[src/hw/rtl/tga_pkg.sv]
// Shared types, register indexes and helpers for the TGA RLE pixel decoder.
// No dependencies; imported by tga_decode and tga_rle_pixel_decoder.
package tga_pkg;

  // Configuration register indexes
  localparam logic [1:0] REG_PIXEL_FORMAT = 2'd0;
  localparam logic [1:0] REG_RLE_ENABLE   = 2'd1;
  localparam logic [1:0] REG_PIXEL_COUNT  = 2'd2;

  // Pixel formats
  localparam logic [1:0] FMT_GRAY8  = 2'd0;
  localparam logic [1:0] FMT_BGR24  = 2'd1;
  localparam logic [1:0] FMT_BGRA32 = 2'd2;

  // Packet phase codes
  localparam logic PH_HEADER = 1'b0;
  localparam logic PH_DATA   = 1'b1;

  localparam logic [7:0] HDR_RUN_BIT  = 8'h80;
  localparam logic [7:0] HDR_LEN_MASK = 8'h7F;

  typedef struct packed {
    logic [31:0] pixel_value;
    logic [7:0]  run_length;
    logic        image_end;
    logic        run_clipped;
  } result_t;

  // Bytes per pixel; the unused format code acts as 32-bit
  function automatic logic [2:0] bytes_per_pixel(input logic [1:0] fmt);
    logic [2:0] bpp;
    unique case (fmt)
      FMT_GRAY8: bpp = 3'd1;
      FMT_BGR24: bpp = 3'd3;
      default:   bpp = 3'd4;
    endcase
    return bpp;
  endfunction

endpackage

[src/hw/rtl/tga_in_reg.sv]
// Input pipeline register for the TGA RLE pixel decoder: holds one byte.
// No dependencies.
module tga_in_reg (
  input  logic       clk,
  input  logic       rst,
  input  logic       in_valid,
  output logic       in_ready,
  input  logic [7:0] in_data,
  output logic       hold_valid,
  output logic [7:0] hold_data,
  input  logic       advance
);

  logic valid;
  logic [7:0] data;

  // Take a new byte when empty or when the held one moves on
  assign in_ready   = !valid || advance;
  assign hold_valid = valid;
  assign hold_data  = data;

  always_ff @(posedge clk) begin
    if (rst) begin
      valid <= 1'b0;
    end else if (in_ready) begin
      valid <= in_valid;
    end
  end

  always_ff @(posedge clk) begin
    if (in_ready && in_valid) begin
      data <= in_data;
    end
  end

endmodule

[src/hw/rtl/tga_decode.sv]
// Decode stage of the TGA RLE pixel decoder: configuration registers,
// packet/pixel state, and the per-byte next-state and result logic. Uses tga_pkg.
module tga_decode
  import tga_pkg::*;
#(
  parameter int COUNT_BITS = 29
) (
  input  logic                  clk,
  input  logic                  rst,
  input  logic                  cfg_we,
  input  logic [1:0]            cfg_index,
  input  logic [COUNT_BITS-1:0] cfg_data,
  input  logic                  advance,
  input  logic [7:0]            byte_in,
  output logic                  res_valid,
  output result_t               res
);

  logic [1:0]            pixel_format;
  logic                  rle_enable;
  logic [COUNT_BITS-1:0] pixel_count;

  logic                  packet_phase, packet_phase_next;
  logic [1:0]            byte_in_pixel, byte_in_pixel_next;
  logic [31:0]           pixel_gather, pixel_gather_next;
  logic [7:0]            packet_remaining, packet_remaining_next;
  logic                  packet_is_run, packet_is_run_next;
  logic [COUNT_BITS-1:0] pixels_done, pixels_done_next;

  logic [2:0]          bpp;
  logic [31:0]         gather_base;
  logic [7:0]          rem, run, run_cut, left_after;
  logic [COUNT_BITS:0] total, done_ext, need;
  logic                clip, img_end;

  always_ff @(posedge clk) begin
    if (rst) begin
      pixel_format <= FMT_GRAY8;
      rle_enable   <= 1'b1;
      pixel_count  <= COUNT_BITS'(1);
    end else if (cfg_we) begin
      unique case (cfg_index)
        REG_PIXEL_FORMAT: pixel_format <= cfg_data[1:0];
        REG_RLE_ENABLE:   rle_enable   <= cfg_data[0];
        REG_PIXEL_COUNT:  pixel_count  <= cfg_data;
        default: ;
      endcase
    end
  end

  always_comb begin
    bpp         = bytes_per_pixel(pixel_format);
    gather_base = (byte_in_pixel == 2'd0) ? 32'd0 : pixel_gather;
    total       = {pixel_count == '0, pixel_count};
    done_ext    = {1'b0, pixels_done};
    need        = (done_ext < total) ? (total - done_ext) : (COUNT_BITS+1)'(1);
    rem         = (packet_remaining == 8'd0) ? 8'd1 : packet_remaining;

    if (rle_enable && packet_is_run) begin
      run        = rem;
      left_after = 8'd0;
    end else if (rle_enable) begin
      run        = 8'd1;
      left_after = rem - 8'd1;
    end else begin
      run        = 8'd1;
      left_after = 8'd0;
    end

    clip    = (COUNT_BITS+1)'(run) > need;
    run_cut = clip ? need[7:0] : run;
    img_end = (COUNT_BITS+1)'(run_cut) == need;

    packet_phase_next     = packet_phase;
    byte_in_pixel_next    = byte_in_pixel;
    pixel_gather_next     = pixel_gather;
    packet_remaining_next = packet_remaining;
    packet_is_run_next    = packet_is_run;
    pixels_done_next      = pixels_done;
    res_valid             = 1'b0;

    res.pixel_value = 32'd0;
    res.run_length  = run_cut;
    res.image_end   = img_end;
    res.run_clipped = clip || (img_end && left_after != 8'd0);

    if (rle_enable && packet_phase == PH_HEADER) begin
      // Packet header: latch kind and length, restart pixel assembly
      packet_is_run_next    = (byte_in & HDR_RUN_BIT) != 8'd0;
      packet_remaining_next = (byte_in & HDR_LEN_MASK) + 8'd1;
      packet_phase_next     = PH_DATA;
      byte_in_pixel_next    = 2'd0;
      pixel_gather_next     = 32'd0;
    end else begin
      pixel_gather_next = gather_base | (32'(byte_in) << {byte_in_pixel, 3'b000});
      if ({1'b0, byte_in_pixel} + 3'd1 < bpp) begin
        byte_in_pixel_next = byte_in_pixel + 2'd1;
      end else begin
        byte_in_pixel_next = 2'd0;
        res_valid          = 1'b1;
        if (bpp == 3'd1) begin
          res.pixel_value = {24'd0, pixel_gather_next[7:0]};
        end else begin
          res.pixel_value = {(bpp == 3'd4) ? pixel_gather_next[31:24] : 8'd0,
                             pixel_gather_next[7:0], pixel_gather_next[15:8],
                             pixel_gather_next[23:16]};
        end
        if (img_end) begin
          pixels_done_next      = '0;
          packet_phase_next     = PH_HEADER;
          packet_remaining_next = 8'd0;
        end else begin
          pixels_done_next = pixels_done + COUNT_BITS'(run_cut);
          if (rle_enable) begin
            packet_remaining_next = left_after;
            if (left_after == 8'd0) packet_phase_next = PH_HEADER;
          end
        end
      end
    end
  end

  always_ff @(posedge clk) begin
    if (rst) begin
      packet_phase     <= PH_HEADER;
      byte_in_pixel    <= 2'd0;
      pixel_gather     <= 32'd0;
      packet_remaining <= 8'd0;
      packet_is_run    <= 1'b0;
      pixels_done      <= '0;
    end else if (advance) begin
      packet_phase     <= packet_phase_next;
      byte_in_pixel    <= byte_in_pixel_next;
      pixel_gather     <= pixel_gather_next;
      packet_remaining <= packet_remaining_next;
      packet_is_run    <= packet_is_run_next;
      pixels_done      <= pixels_done_next;
    end
  end

endmodule

[src/hw/rtl/tga_rle_pixel_decoder.sv]
// Top level of the TGA RLE pixel decoder: stream ports, output register, assertions.
// Depends on tga_pkg, tga_in_reg and tga_decode.
//
// Decodes TGA pixel-data bytes (the stream after the file header), one byte
// per transfer on the s_ side, at one byte per clock sustained while m_ accepts. Each byte
// passes an input register, then a single decode step updates the packet and
// pixel state and, when a pixel completes, loads the output register, so a
// byte's result passes both the input register and the output register.
// Header bytes and partial-pixel bytes give no result. Each result carries
// the pixel (red in byte 0, alpha in byte 3 for 32-bit, upper bytes zero for
// narrower formats), the number of image pixels it stands for (1..128),
// tlast when it completes the image, and tuser when a packet was cut at the
// image end. Backpressure on m_ stalls the input only once both registers
// are full. Write configuration only while the block is idle; pixel_count 0
// means 2^COUNT_BITS pixels.
module tga_rle_pixel_decoder
  import tga_pkg::*;
#(
  parameter int COUNT_BITS = 29
) (
  input  logic                  clk,
  input  logic                  rst,
  // Configuration write port
  input  logic                  cfg_we,
  input  logic [1:0]            cfg_index,
  input  logic [COUNT_BITS-1:0] cfg_data,
  // Input stream
  input  logic                  s_tvalid,
  output logic                  s_tready,
  input  logic [7:0]            s_tdata,   // [7:0] data_byte
  // Output stream
  output logic                  m_tvalid,
  input  logic                  m_tready,
  output logic [39:0]           m_tdata,   // [31:0] pixel_value, [39:32] run_length
  output logic                  m_tlast,   // image_end
  output logic                  m_tuser    // [0] run_clipped
);

  logic    hold_valid;
  logic [7:0] hold_data;
  logic    advance;
  logic    res_valid;
  result_t res;
  result_t out_res;
  logic    out_valid;

  // Move the held byte on when the output register is free or draining
  assign advance = hold_valid && (!out_valid || m_tready);

  tga_in_reg u_in (
    .clk        (clk),
    .rst        (rst),
    .in_valid   (s_tvalid),
    .in_ready   (s_tready),
    .in_data    (s_tdata),
    .hold_valid (hold_valid),
    .hold_data  (hold_data),
    .advance    (advance)
  );

  tga_decode #(
    .COUNT_BITS (COUNT_BITS)
  ) u_dec (
    .clk       (clk),
    .rst       (rst),
    .cfg_we    (cfg_we),
    .cfg_index (cfg_index),
    .cfg_data  (cfg_data),
    .advance   (advance),
    .byte_in   (hold_data),
    .res_valid (res_valid),
    .res       (res)
  );

  // Output register: load a result, otherwise drop valid once transferred
  always_ff @(posedge clk) begin
    if (rst) begin
      out_valid <= 1'b0;
    end else if (advance && res_valid) begin
      out_valid <= 1'b1;
    end else if (m_tready) begin
      out_valid <= 1'b0;
    end
  end

  always_ff @(posedge clk) begin
    if (advance && res_valid) begin
      out_res <= res;
    end
  end

  assign m_tvalid = out_valid;
  assign m_tdata  = {out_res.run_length, out_res.pixel_value};
  assign m_tlast  = out_res.image_end;
  assign m_tuser  = out_res.run_clipped;

  // A run always stands for at least one pixel and at most 128
  a_run_nonzero: assert property (@(posedge clk) disable iff (rst)
    m_tvalid |-> (m_tdata[39:32] != 8'd0 && m_tdata[39:32] <= 8'd128))
    else $error("run_length out of range");

  // A packet is only cut at the end of an image
  a_clip_at_end: assert property (@(posedge clk) disable iff (rst)
    (m_tvalid && m_tuser) |-> m_tlast)
    else $error("clipped result without image end");

  // With the output register empty the input side never stalls
  a_no_false_stall: assert property (@(posedge clk) disable iff (rst)
    !m_tvalid |-> s_tready)
    else $error("input stalled while output empty");

  // A held byte advances at once while the output is being drained
  a_drain_advance: assert property (@(posedge clk) disable iff (rst)
    (m_tvalid && m_tready) |-> s_tready)
    else $error("input stalled while output drains");

endmodule
[config.mk]
export PLATFORM = sky130hd
export DESIGN_NAME = tga_rle_pixel_decoder
export DESIGN_NICKNAME = d
export VERILOG_FILES = /design/src/hw/rtl/tga_pkg.sv /design/src/hw/rtl/tga_in_reg.sv /design/src/hw/rtl/tga_decode.sv /design/src/hw/rtl/tga_rle_pixel_decoder.sv
export SDC_FILE = /design/constraint.sdc
export NUM_CORES = 1
export LEC_CHECK = 0
export BUFFER_PORTS_ARGS = -buffer_cell sky130_fd_sc_hd__buf_2
export CORE_UTILIZATION = 25
export CTS_CLUSTER_DIAMETER = 50
export DETAILED_ROUTE_END_ITERATION = 6
export GPL_TIMING_DRIVEN = 0
export SYNTH_ARGS = -nofsm -noshare
export SYNTH_HDL_FRONTEND = slang
export SYNTH_SLANG_ARGS = --single-unit
[constraint.sdc]
create_clock -name clk -period 16.3 [get_ports clk]
set_input_delay 0.815 -clock clk [delete_from_list [all_inputs] [get_ports clk]]
set_output_delay 0.815 -clock clk [all_outputs]
set_load 0.01 [all_outputs]
==> results by group <==
Route
  – Total wire length: about 29 mm
  – Vias: 8854
  – Antenna-violating nets left: 0
  – TritonRoute pass-1 iters: 5
  – Via density: 4.89
  – Post-route DRC: 0
  – DRT iter0 DRCs: 566
  – WL per Instance: 15.8 um

Floorplanning
  – IO Pins: between 80 and 90
  – Chip height: 199 um
  – Initial Util: 0.255
  – Row cnt: 71
  – Die footprint: 39400 sq um
  – Core ar.: roughly 38000 sq um
  – Die Width: 199 um

Finish
  – Layout cells sized above 1: 0.136
  – Nets: 1384
  – N_diodes: 0
  – Layout area overhead: 17.3%
  – Final core occ: 0.299

Clock network
  – # clock sinks: 157
  – Hold bufs inserted after CTS: 0
  – Clk_lat worst skew: between 400 and 500 ps
  – CTS tree: done
  – Postcts setup bufs: 0
  – Clock-pin transition on the worst setup and hold timing paths: 70 ps
  – Post-cts sizing count: 0
  – H-tree depth: 4
  – CTS Root Cell: clkbuf_16
  – Maximum clock insertion buffer count: 2
  – Cts bufs inserted: 17

Timing
  – Slew HR: 0.374
  – Final setup vio count: 0
  – Worst clock skew: 8.68 ps
  – Final worst path period share: 0.546
  – Hold_ws: 474 ps
  – Final hold vios: 0
  – Fmax: 112 MHz
  – Unrepaired setup endpoints after global routing: false
  – Final setup TNS: 0 ps
  – Minimum clock period: 8900 ps
  – Pins Over Slew Limit: 0
  – Slew of the pin with the lowest slew margin: 940 ps

Pwr
  – Cell Pwr Density: 93.3 nW/um^2
  – VDD IR max: between 50 and 60 uV
  – Static Leak: about 4.3 nW

Place
  – Hpwl dp: approximately 22 mm
  – Gpl congestion: 0.929
  – PortBufs: 87

Global route
  – Total global-route track usage: 0.148
  – Initial antenna violation count: 1
  – First-pass GRT wire length: 45.4 mm
  – Total gr overflow: 0
  – Vias in the first global route: 8341
  – Pin count of the biggest net entering global routing: 43

Yosys
  – Post-synthesis cell count: 1178
  – Async SR Flop Fraction: 0
  – Syn Area/Cell: 8.20 sq um
  – Top cells by area, synth: dfxtp_1 22%, edfxtp_1 16%, ha_1 6.9%
  – Netlist cell types: 78
  – Top-area cell type share of the netlist area: 0.222
  – Area leader, netlist: dfxtp_1
  – EDFF count, synth: 50
  – Seq/Total Area, Yosys: 0.377
  – Yosys reg bits: 157
  – Yosys Warn Count: 0
  – Post-Syn Nets: 1277
  – Post-Syn Area: 9660 sq um
  – Main synth FF type: dfxtp_1

Hold path
  – Worst hold path depth: 2
  – Hold worst-path end: u_dec.pixel_count[6]
  – Hold Path Origin: u_dec.pixel_count[6]
  – HP Class: flop to flop

Critical path
  – Critical Path AT: about 9200 ps
  – Worst setup SP type: flop
  – CP most frequent cell: o21ai_0
  – FF-to-FF Start: u_dec.pixels_done[14]
  – Worst R2R Setup Slack: between 7000 and 8000 ps
  – Critical Path RT: 16620 ps
  – Max stage delay cell, worst path: o31ai_1
  – Family with the most delay on the worst path: compound AO/OA/AOI/OAI gates
  – Crit-path max cell delay: 620 ps
  – Buf/Inv on CP: 6
  – Critical path fanouts, max: 10
  – RR Endpoint: u_dec.pixels_done[28]
  – Worst Reg-to-Reg Cells: 35
  – Crit path kind: flop to flop
  – CP Capture Type: flop

Outcome
  – Outcome: finished, final reports clean

Job
  – Max Cap Viol: 0
-- tightest hold or removal path: stages (launching register included) --
cell and delay (ps):
dfxtp_1 320, nand2_1 50, a21oi_1 50
-- cell families after synthesis --
| logic type | count (synthesis) | share of synthesized area |
|---|---|---|
| and+or+nand+nor | 478 | 0.239 |
| xor gates and xnor gates | 54 | 0.0497 |
| adders and majority gates | 55 | 0.0728 |
| DFF | 157 | 0.377 |
| buffers and inverters | 129 | 0.0556 |
| muxes | 4 | 0.00415 |
| AOI/OAI and AO/OA | 301 | 0.202 |
-- cell usage after synthesis (5+ instances only) --
| cell | n |
|---|---|
| nand2_1 | 164 |
| nor2_1 | 137 |
| a21oi_1 | 116 |
| dfxtp_1 | 107 |
| inv_1 | 67 |
| ha_1 | 53 |
| edfxtp_1 | 50 |
| o21ai_0 | 50 |
| clkbuf_1 | 44 |
| xnor2_1 | 37 |
| a22oi_1 | 28 |
| nor3_1 | 28 |
| nor2b_1 | 27 |
| nand4_1 | 24 |
| nor3_2 | 21 |
| nand3_1 | 16 |
| xor2_1 | 16 |
| nor4_1 | 14 |
| nand2b_1 | 13 |
| a211oi_1 | 12 |
| a21o_1 | 11 |
| and3_1 | 9 |
| buf_2 | 9 |
| o21a_1 | 9 |
| and2_1 | 7 |
| a31oi_1 | 6 |
| o211ai_1 | 6 |
| buf_6 | 5 |
| o21ai_1 | 5 |
-- state kept, by name, summed over array words and instances, names as in the netlist --
register,count
m_tdata,40
m_tlast,1
m_tuser,1
m_tvalid,1
u_dec.byte_in_pixel,2
u_dec.packet_is_run,1
u_dec.packet_phase,1
u_dec.packet_remaining,8
u_dec.pixel_count,29
u_dec.pixel_format,2
u_dec.pixel_gather,32
u_dec.pixels_done,29
u_dec.rle_enable,1
u_in.hold_data,8
u_in.hold_valid,1
-- placed cells by master (no fill, tap or decap), types with 9 or more instances in the layout --
master and instances:
clkbuf_16 17, nand2b_1 13, a21oi_1 116, a211oi_1 12, nand3_1 16, a21o_1 11, xor2_1 16, xnor2_1 37
clkbuf_1 44, buf_2 96, nand4_1 24, dfxtp_1 107, inv_1 66, o21a_1 9, and3_1 9, nand2_1 164
a22oi_1 28, nor2_1 137, nor4_1 14, ha_1 53, nor2b_1 27, nor3_2 21, edfxtp_1 50, o21ai_0 50
nor3_1 28
-- cell type report --
| type | count | area, sq um |
|---|---|---|
| Tap cell | 511 | 639 |
| Inverter | 67 | 251 |
| Buffer | 62 | 285 |
| Timing Repair Buffer | 88 | 445 |
| Clock inverter | 15 | 163 |
| Sequential cell | 157 | 3640 |
| Clock buffer | 17 | 425 |
| Multi-Input combinational cell | 892 | 5480 |
| Fill cell | 4075 | 26500 |
-- worst max-delay path by stage --
stage,to,cells after the start,slack [ps],from
final,u_dec.pixels_done[28],35,7400,u_dec.pixels_done[14]
after global routing,u_dec.pixels_done[28],35,6690,u_dec.pixels_done[14]
after CTS,u_dec.pixels_done[28],35,7560,u_dec.pixels_done[14]
after detailed placement,u_dec.pixels_done[28],35,7590,u_dec.pixels_done[14]
after global placement,u_dec.pixels_done[28],34,6780,u_dec.pixels_done[20]
after floorplan,u_dec.pixels_done[28],34,9370,u_dec.pixels_done[20]
-- power by group --
part / internal (mW) / total, mW / switching, mW
clock: 0.206 / 0.403 / 0.197
sequential: 0.415 / 0.425 / 0.00932
combinational: 0.0815 / 0.230 / 0.148
-- stage by stage --
stage / setup slack [ps] / instances / power (mW) / cell area, sq um
after floorplan: 9370 / 1178 / 0.596 / 9660
after global placement: 6780 / 1776 / 0.658 / 10700
after detailed placement: 7590 / 1777 / 0.659 / 10700
after CTS: 7560 / 1809 / 1.06 / 11300
after global routing: 6690 / 1809 / 1.10 / 11300
final: 7400 / 1809 / 1.06 / 11300
-- per-layer routing --
metal	wire, um	vias up	global-route usage
met5	10	-	0
met4	1060	2	0.0744
met3	1330	47	0.0259
met2	12600	223	0.225
met1	13600	4210	0.200
li1	-	4372	-
(Power assumes the default switching activity.)
